File: src/hw/rtl/s2c_pkg.sv
// ----------------------------------------------------------------------------
// s2c_pkg
// shared constants and calendar helpers for the seconds to date/time converter
// ----------------------------------------------------------------------------
package s2c_pkg;

    localparam logic [7:0]  LimitYearsReset = 8'd135;
    localparam logic [16:0] SecsPerDay      = 17'd86400;
    localparam logic [11:0] SecsPerHour     = 12'd3600;
    localparam logic [16:0] DaysPerYear     = 17'd365;

    // reciprocal multipliers, exact over the operand ranges used
    localparam logic [25:0] DayRecip  = 26'd50903317;
    localparam logic [16:0] YearRecip = 17'd91930;
    localparam logic [13:0] HourRecip = 14'd9321;
    localparam logic [10:0] MinRecip  = 11'd1093;

    localparam logic [8:0] MonthStart [13] = '{
        9'd0, 9'd31, 9'd59, 9'd90, 9'd120, 9'd151, 9'd181,
        9'd212, 9'd243, 9'd273, 9'd304, 9'd334, 9'd365
    };

    function automatic logic is_leap(input logic [7:0] y);
        return (y[1:0] == 2'b00) && (y != 8'd100) && (y != 8'd200);
    endfunction

    function automatic logic [16:0] days_before_year(input logic [7:0] n);
        logic [9:0]  by4;
        logic [1:0]  c100;
        logic        c400;
        logic [16:0] base;
        by4 = ({2'b00, n} + 10'd3) >> 2;
        if (n == 8'd0)
            c100 = 2'd0;
        else if (n <= 8'd100)
            c100 = 2'd1;
        else if (n <= 8'd200)
            c100 = 2'd2;
        else
            c100 = 2'd3;
        c400 = (n != 8'd0);
        base = {9'd0, n} * DaysPerYear;
        return base + 17'(by4) - 17'(c100) + 17'(c400);
    endfunction

endpackage

File: src/hw/rtl/s2c_if.sv
// ----------------------------------------------------------------------------
// s2c interfaces
// request, response and configuration channels with valid/ready handshake
// ----------------------------------------------------------------------------
interface s2c_req_if;
    logic        valid;
    logic        ready;
    logic [31:0] seconds;

    modport source (output valid, output seconds, input ready);
    modport sink   (input valid, input seconds, output ready);
endinterface

interface s2c_rsp_if;
    logic       valid;
    logic       ready;
    logic       valid_res;
    logic [7:0] year;
    logic [3:0] month;
    logic [4:0] day;
    logic [4:0] hour;
    logic [5:0] minute;
    logic [5:0] second;

    modport source (output valid, output valid_res, output year, output month, output day,
                    output hour, output minute, output second, input ready);
    modport sink   (input valid, input valid_res, input year, input month, input day,
                    input hour, input minute, input second, output ready);
endinterface

interface s2c_cfg_if;
    logic       valid;
    logic       ready;
    logic [7:0] year_limit;

    modport source (output valid, output year_limit, input ready);
    modport sink   (input valid, input year_limit, output ready);
endinterface

File: src/hw/rtl/s2c_month_day.sv
// ----------------------------------------------------------------------------
// s2c_month_day
// splits a day of the year into month and day of month
// ----------------------------------------------------------------------------
module s2c_month_day (
    input  logic [8:0] doy,
    input  logic       leap,
    output logic [3:0] month,
    output logic [4:0] day
);
    import s2c_pkg::*;

    logic [3:0] cnt;
    logic [8:0] start;

    always_comb
    begin
        cnt = 4'd1;
        for (int m = 1; m < 12; m++)
        begin
            if (doy >= MonthStart[m] + ((m >= 2) ? 9'(leap) : 9'd0))
                cnt = cnt + 4'd1;
        end
        start = MonthStart[cnt - 4'd1] + ((cnt >= 4'd3) ? 9'(leap) : 9'd0);
    end

    assign month = cnt;
    assign day   = 5'(doy - start + 9'd1);

endmodule

File: src/hw/rtl/seconds_to_calendar_datetime_unit.sv
// ----------------------------------------------------------------------------
// seconds_to_calendar_datetime_unit
// seconds since 2000-01-01 00:00:00 to gregorian date and time of day
// ----------------------------------------------------------------------------
// One request is taken every clock cycle unless input is blocked by a stall;
// its result passes through five register stages in order, the first loaded
// at the edge that takes it (day split, year and time split, limit check and
// hour, year correction and minute, month/day). Each stage holds its item
// until the next stage is free, so a stalled response only blocks input once
// every stage is full. The year limit is written over the cfg channel; the
// user must write it only while the unit is idle, not enforced by the block.
// A count past the limit returns valid_res low with every other field zero.
// ----------------------------------------------------------------------------
module seconds_to_calendar_datetime_unit (
    input  logic     clk,
    input  logic     rst_n,
    s2c_req_if.sink  req,
    s2c_rsp_if.source rsp,
    s2c_cfg_if.sink  cfg
);
    import s2c_pkg::*;

    logic [16:0] limit_days_reg;

    logic v1_reg, v2_reg, v3_reg, v4_reg, v5_reg;
    logic en1, en2, en3, en4, en5;

    // stage 1
    logic [50:0] day_prod;
    logic [31:0] secs1_reg, secs1_next;
    logic [15:0] days1_reg, days1_next;

    // stage 2
    logic [32:0] year_prod;
    logic [31:0] tod_wide;
    logic [15:0] days2_reg;
    logic [16:0] tod2_reg, tod2_next;
    logic [7:0]  y02_reg, y02_next;

    // stage 3
    logic [26:0] hour_prod;
    logic [15:0] days3_reg;
    logic [7:0]  y03_reg;
    logic [16:0] dby3_reg, dby3_next;
    logic        ok3_reg, ok3_next;
    logic [4:0]  hour3_reg, hour3_next;
    logic [11:0] rem3_reg, rem3_next;

    // stage 4
    logic        back;
    logic [16:0] dby_y;
    logic [20:0] min_prod;
    logic [7:0]  y4_reg, y4_next;
    logic [8:0]  doy4_reg, doy4_next;
    logic        ok4_reg;
    logic [4:0]  hour4_reg;
    logic [5:0]  min4_reg, min4_next;
    logic [5:0]  sec4_reg, sec4_next;

    // stage 5
    logic [3:0]  month5;
    logic [4:0]  day5;
    logic        ok5_reg;
    logic [7:0]  year5_reg;
    logic [3:0]  month5_reg;
    logic [4:0]  day5_reg;
    logic [4:0]  hour5_reg;
    logic [5:0]  min5_reg;
    logic [5:0]  sec5_reg;

    assign cfg.ready = 1'b1;

    // handshake chain
    assign en5       = !v5_reg || rsp.ready;
    assign en4       = !v4_reg || en5;
    assign en3       = !v3_reg || en4;
    assign en2       = !v2_reg || en3;
    assign en1       = !v1_reg || en2;
    assign req.ready = en1;

    always_ff @(posedge clk or negedge rst_n)
    begin
        if (!rst_n)
        begin
            limit_days_reg <= days_before_year(LimitYearsReset);
            v1_reg         <= 1'b0;
            v2_reg         <= 1'b0;
            v3_reg         <= 1'b0;
            v4_reg         <= 1'b0;
            v5_reg         <= 1'b0;
        end
        else
        begin
            if (cfg.valid)
                limit_days_reg <= days_before_year(cfg.year_limit);
            if (en1)
                v1_reg <= req.valid;
            if (en2)
                v2_reg <= v1_reg;
            if (en3)
                v3_reg <= v2_reg;
            if (en4)
                v4_reg <= v3_reg;
            if (en5)
                v5_reg <= v4_reg;
        end
    end

    // stage 1: whole days
    always_comb
    begin
        day_prod   = 51'(req.seconds[31:7]) * 51'(DayRecip);
        secs1_next = req.seconds;
        days1_next = day_prod[50:35];
    end

    // stage 2: time of day and year estimate
    always_comb
    begin
        tod_wide  = secs1_reg - 32'(days1_reg) * 32'(SecsPerDay);
        tod2_next = tod_wide[16:0];
        year_prod = 33'(days1_reg) * 33'(YearRecip);
        y02_next  = year_prod[32:25];
    end

    // stage 3: limit check, year start, hour
    always_comb
    begin
        dby3_next  = days_before_year(y02_reg);
        ok3_next   = !(({1'b0, days2_reg} > limit_days_reg) ||
                       (({1'b0, days2_reg} == limit_days_reg) && (tod2_reg != 17'd0)));
        hour_prod  = 27'(tod2_reg[16:4]) * 27'(HourRecip);
        hour3_next = hour_prod[25:21];
        rem3_next  = 12'(tod2_reg - 17'(hour3_next) * 17'(SecsPerHour));
    end

    // stage 4: year correction, minute and second
    always_comb
    begin
        back      = dby3_reg > {1'b0, days3_reg};
        y4_next   = back ? (y03_reg - 8'd1) : y03_reg;
        dby_y     = back ? (dby3_reg - DaysPerYear - 17'(is_leap(y03_reg - 8'd1))) : dby3_reg;
        doy4_next = 9'({1'b0, days3_reg} - dby_y);
        min_prod  = 21'(rem3_reg[11:2]) * 21'(MinRecip);
        min4_next = min_prod[19:14];
        sec4_next = 6'(rem3_reg - 12'(min4_next) * 12'd60);
    end

    // stage 5: month and day
    s2c_month_day u_month_day (
        .doy   (doy4_reg),
        .leap  (is_leap(y4_reg)),
        .month (month5),
        .day   (day5)
    );

    always_ff @(posedge clk)
    begin
        if (en1)
        begin
            secs1_reg <= secs1_next;
            days1_reg <= days1_next;
        end
        if (en2)
        begin
            days2_reg <= days1_reg;
            tod2_reg  <= tod2_next;
            y02_reg   <= y02_next;
        end
        if (en3)
        begin
            days3_reg <= days2_reg;
            y03_reg   <= y02_reg;
            dby3_reg  <= dby3_next;
            ok3_reg   <= ok3_next;
            hour3_reg <= hour3_next;
            rem3_reg  <= rem3_next;
        end
        if (en4)
        begin
            y4_reg    <= y4_next;
            doy4_reg  <= doy4_next;
            ok4_reg   <= ok3_reg;
            hour4_reg <= hour3_reg;
            min4_reg  <= min4_next;
            sec4_reg  <= sec4_next;
        end
        if (en5)
        begin
            ok5_reg    <= ok4_reg;
            year5_reg  <= ok4_reg ? y4_reg    : 8'd0;
            month5_reg <= ok4_reg ? month5    : 4'd0;
            day5_reg   <= ok4_reg ? day5      : 5'd0;
            hour5_reg  <= ok4_reg ? hour4_reg : 5'd0;
            min5_reg   <= ok4_reg ? min4_reg  : 6'd0;
            sec5_reg   <= ok4_reg ? sec4_reg  : 6'd0;
        end
    end

    assign rsp.valid     = v5_reg;
    assign rsp.valid_res = ok5_reg;
    assign rsp.year      = year5_reg;
    assign rsp.month     = month5_reg;
    assign rsp.day       = day5_reg;
    assign rsp.hour      = hour5_reg;
    assign rsp.minute    = min5_reg;
    assign rsp.second    = sec5_reg;

endmodule
File: src/flat_wrapper.sv
// flat-port wrapper written by rule: the top's interface ports become plain ports
module seconds_to_calendar_datetime_unit_flat import s2c_pkg::*;
  (clk, rst_n, req_valid, req_seconds, req_ready, rsp_valid, rsp_valid_res, rsp_year, rsp_month, rsp_day, rsp_hour, rsp_minute, rsp_second, rsp_ready, cfg_valid, cfg_year_limit, cfg_ready);
  s2c_req_if req_i ();
  s2c_rsp_if rsp_i ();
  s2c_cfg_if cfg_i ();
  input  logic clk;
  input  logic rst_n;
  input wire logic [$bits(req_i.valid)-1:0] req_valid;
  input wire logic [$bits(req_i.seconds)-1:0] req_seconds;
  output wire logic [$bits(req_i.ready)-1:0] req_ready;
  output wire logic [$bits(rsp_i.valid)-1:0] rsp_valid;
  output wire logic [$bits(rsp_i.valid_res)-1:0] rsp_valid_res;
  output wire logic [$bits(rsp_i.year)-1:0] rsp_year;
  output wire logic [$bits(rsp_i.month)-1:0] rsp_month;
  output wire logic [$bits(rsp_i.day)-1:0] rsp_day;
  output wire logic [$bits(rsp_i.hour)-1:0] rsp_hour;
  output wire logic [$bits(rsp_i.minute)-1:0] rsp_minute;
  output wire logic [$bits(rsp_i.second)-1:0] rsp_second;
  input wire logic [$bits(rsp_i.ready)-1:0] rsp_ready;
  input wire logic [$bits(cfg_i.valid)-1:0] cfg_valid;
  input wire logic [$bits(cfg_i.year_limit)-1:0] cfg_year_limit;
  output wire logic [$bits(cfg_i.ready)-1:0] cfg_ready;
  assign req_i.valid = req_valid;
  assign req_i.seconds = req_seconds;
  assign req_ready = req_i.ready;
  assign rsp_valid = rsp_i.valid;
  assign rsp_valid_res = rsp_i.valid_res;
  assign rsp_year = rsp_i.year;
  assign rsp_month = rsp_i.month;
  assign rsp_day = rsp_i.day;
  assign rsp_hour = rsp_i.hour;
  assign rsp_minute = rsp_i.minute;
  assign rsp_second = rsp_i.second;
  assign rsp_i.ready = rsp_ready;
  assign cfg_i.valid = cfg_valid;
  assign cfg_i.year_limit = cfg_year_limit;
  assign cfg_ready = cfg_i.ready;
  seconds_to_calendar_datetime_unit u_core (.clk(clk), .rst_n(rst_n), .req(req_i), .rsp(rsp_i), .cfg(cfg_i));
endmodule
File: config.mk
export PLATFORM = sky130hd
export DESIGN_NAME = seconds_to_calendar_datetime_unit_flat
export DESIGN_NICKNAME = d
export VERILOG_FILES = /design/src/hw/rtl/s2c_pkg.sv /design/src/hw/rtl/s2c_if.sv /design/src/hw/rtl/s2c_month_day.sv /design/src/hw/rtl/seconds_to_calendar_datetime_unit.sv /design/src/flat_wrapper.sv
export SDC_FILE = /design/constraint.sdc
export NUM_CORES = 2
export LEC_CHECK = 0
export ABC_AREA = 1
export BUFFER_PORTS_ARGS = -buffer_cell sky130_fd_sc_hd__buf_2
export CAP_MARGIN = 20
export CORE_UTILIZATION = 43
export DETAILED_ROUTE_END_ITERATION = 10
export RECOVER_POWER = 50
export SYNTH_ARGS = -nofsm -noshare
export SYNTH_HDL_FRONTEND = slang
export SYNTH_HIERARCHICAL = 1
export SYNTH_SLANG_ARGS = --single-unit
File: constraint.sdc
create_clock -name clk -period 10.3 [get_ports clk]
set_input_delay 0.515 -clock clk [delete_from_list [all_inputs] [get_ports clk]]
set_output_delay 0.515 -clock clk [all_outputs]
set_load 0.02 [all_outputs]
==> impl_metrics.yaml <==
critical_path:
  crit_type: "flop to flop"
  critical_path.slowest_cell: "fa_1"
  crit_arrival_ns: 9.80
  cp_data_required_time_ns: 10.60
  critPathLaunchType: "flop"
  crit_fanout: 5
  worstSetupEndpointType: "flop"
  slowest_delay_ns: 0.56
global_route:
  grt_usage: 0.192
  antenna_found_initial: 0
  grt_max_degree: 62
  overflow: 0
  grt_pass1_vias: 26900
  grt_pass1_wl_um: 134000
status:
  run_status: "complete, but fails checks"
  violations: "capacitance limit, slew limit"
yosys:
  synth_area_leaders: "ha_1 27%, fa_1 21%, edfxtp_1 17%, inv_1 11%, nand2_1 5.7%"
  synth.cell_area_um2: 36800
  netlist_instances: 4117
  synthFlopType: "edfxtp_1"
  ys_types: 60
  async_reset_ff_frac: 0.0978
  netlist.area_leader.share: 0.273
  synth_nets: 5350
  ys_ff_latch: 225
  avgSynthCellArea_um2: 8.93
  yosysWarnings: 6
  synth_top_cell_by_area: "ha_1"
  synth_enable_flop_cells: 203
  synth.yosys.seq_area_share: 0.181
placement:
  port_buffers: 81
  dp_hpwl_um: 69100
  pre_cts_ws_ns: 0.591
  place_congestion: 0.893
sta:
  rsz0062_at_grt: "false"
  worst_slew_pin_slew_ns: 2.03
  holdWs_ns: 0.156
  drv_slew: 99
  fin_ws_ns: 0.796
  post-route-period-util: 0.923
  layout_min_cycle_time_ns: 9.50
  max_slew_margin: -0.355
  finalSetupViolCount: 0
  worst_clock_skew_ns: 0.0167
  max_freq_ghz: 0.105
  tns_ns: 0
  final_hold_viol_count: 0
cells_and_area:
  drive_gt1_frac: 0.0458
  syn2layout_area_growth_pct: 6.92
  seqCellArea_um2: 6650
  multi_input_area_um2: 26000
  diodes: 0
  final_nets: 5452
  nFillCells: 8363
floorplan:
  rows: 106
  core_area_um2: 84100
  boundaryPins: 83
  initial_core_util: 0.437
  die_h_um: 294
  design.die.area_um2: 86600
  chipWidth_um: 294
drt:
  vias_per_cell: 4.85
  totalWireLength_um: 80200
  drt_first_pass_iters: 5
  num_vias: 26000
  route.detailed.wl_per_inst_um: 14.9
  antenna_left: 0
  drc: 0
  first_iter_violations: 1026
clocking:
  path_clk_slew_ns: 0.06
  cts_made_buffers: 25
  cts_tree: "built"
  post_cts_buffers: 0
  cts_sinks: 225
  clk_path_buf_depth: 3
  ctsHtreeMaxLevel: 1
  clkLatencyLatePin_ns: 0.54
  cts_root_buffer: "clkbuf_16"
min_path:
  hp-class: "primary input to flop"
flow_run:
  cap_violations: 3
## kinds of logic (layout without fill, tap and decap cells)
group / after synthesis / in the layout / synth area share
compound gates: 400 / 400 / 0.0615
xor+xnor: 124 / 124 / 0.0296
fa+ha+maj: 1188 / 1188 / 0.483
buf+inv: 1075 / 1196 / 0.110
flops: 225 / 225 / 0.181
other cells: 1 / 1 / 0.000102
simple gates: 1104 / 1104 / 0.134
## cells in the final DEF, fill, tap and decap left out, drive strengths merged, types with 16 or more instances in the layout
cell type     n
edfxtp      203
ha          803
nor2        231
dfrtp        16
fa          385
xnor2        36
buf          35
a21o         24
a21oi       172
xor2         88
o21bai       16
clkbuf       85
nand2       603
a31oi        22
nand4        40
nand3       154
inv        1066
nor3         35
o21ai       120
## critical path: cells and delay by family, from the launching register on
family | cells | cell delay (ns)
xor gates and xnor gates | 1 | 0.11
adders and majority gates | 14 | 4.12
AOI/OAI and AO/OA | 6 | 0.99
buffers and inverters | 11 | 0.73
and+or+nand+nor | 24 | 2.91
DFF | 1 | 0.41
## synthesized netlist by cell type (16+ instances only)
cell type / n
nor2_1: 213
a31oi_1: 22
inv_1: 1051
xnor2_1: 36
nand3_2: 18
nand4_1: 39
o21ai_0: 106
nand2_1: 561
xor2_1: 88
a21o_1: 24
edfxtp_1: 203
dfrtp_1: 16
ha_1: 803
o21bai_1: 16
nand3_1: 136
a21oi_1: 171
fa_1: 385
nand2_2: 34
nor3_1: 30
## through the flow
stage,instances,util,cell area (um2)
after floorplan,4117,-,36800
after global placement,5325,0.459,38600
after detailed placement,5325,0.459,38600
after CTS,5372,0.468,39400
after global routing,5372,0.467,39300
final,5372,0.467,39300
## worst paths after layout
| check | startpoint | end | slack (ns) | depth (start not counted) |
|---|---|---|---|---|
| max reg2reg | u_core/y4_reg[7] | u_core/rsp.day[4] | 0.80 | 56 |
| min in group asynchronous | rst_n | u_core/v3_reg | 0.88 | 2 |
| max in group asynchronous | rst_n | u_core/limit_days_reg[5] | 8.53 | 2 |
| min | req_seconds[6] | u_core/secs1_reg[6] | 0.16 | 1 |
| min reg2reg | u_core/hour3_reg[3] | u_core/hour4_reg[3] | 0.41 | 0 |
| max | u_core/y4_reg[7] | u_core/rsp.day[4] | 0.80 | 56 |
## layer usage
| metal | up-vias | global-route usage | part of all wire |
|---|---|---|---|
| li1 | 13300 | - | - |
| met1 | 12300 | 0.251 | 0.46 |
| met2 | 342 | 0.347 | 0.49 |
| met3 | 89 | 0.0165 | 0.030 |
| met4 | 0 | 0.0365 | 0.021 |
| met5 | - | 0 | 0 |
## timing repair
item,in CTS,in global routing
gates resized for setup,0,3
hold endpoints to repair,8,0
endpoints found under the setup margin,0,1
hold buffers,1,0
## final cells by class
cell class | instances | share of cell area
Inverter | 1062 | 0.101
Clock inverter | 13 | 0.00306
Multi-Input combinational cell | 2817 | 0.663
Timing Repair Buffer | 88 | 0.00993
Clock buffer | 33 | 0.0172
Sequential cell | 225 | 0.169
Tap cell | 1134 | 0.0361
Power is not shown: default switching activity piles up to over one toggle a cycle in this logic, so the estimate is an artifact.
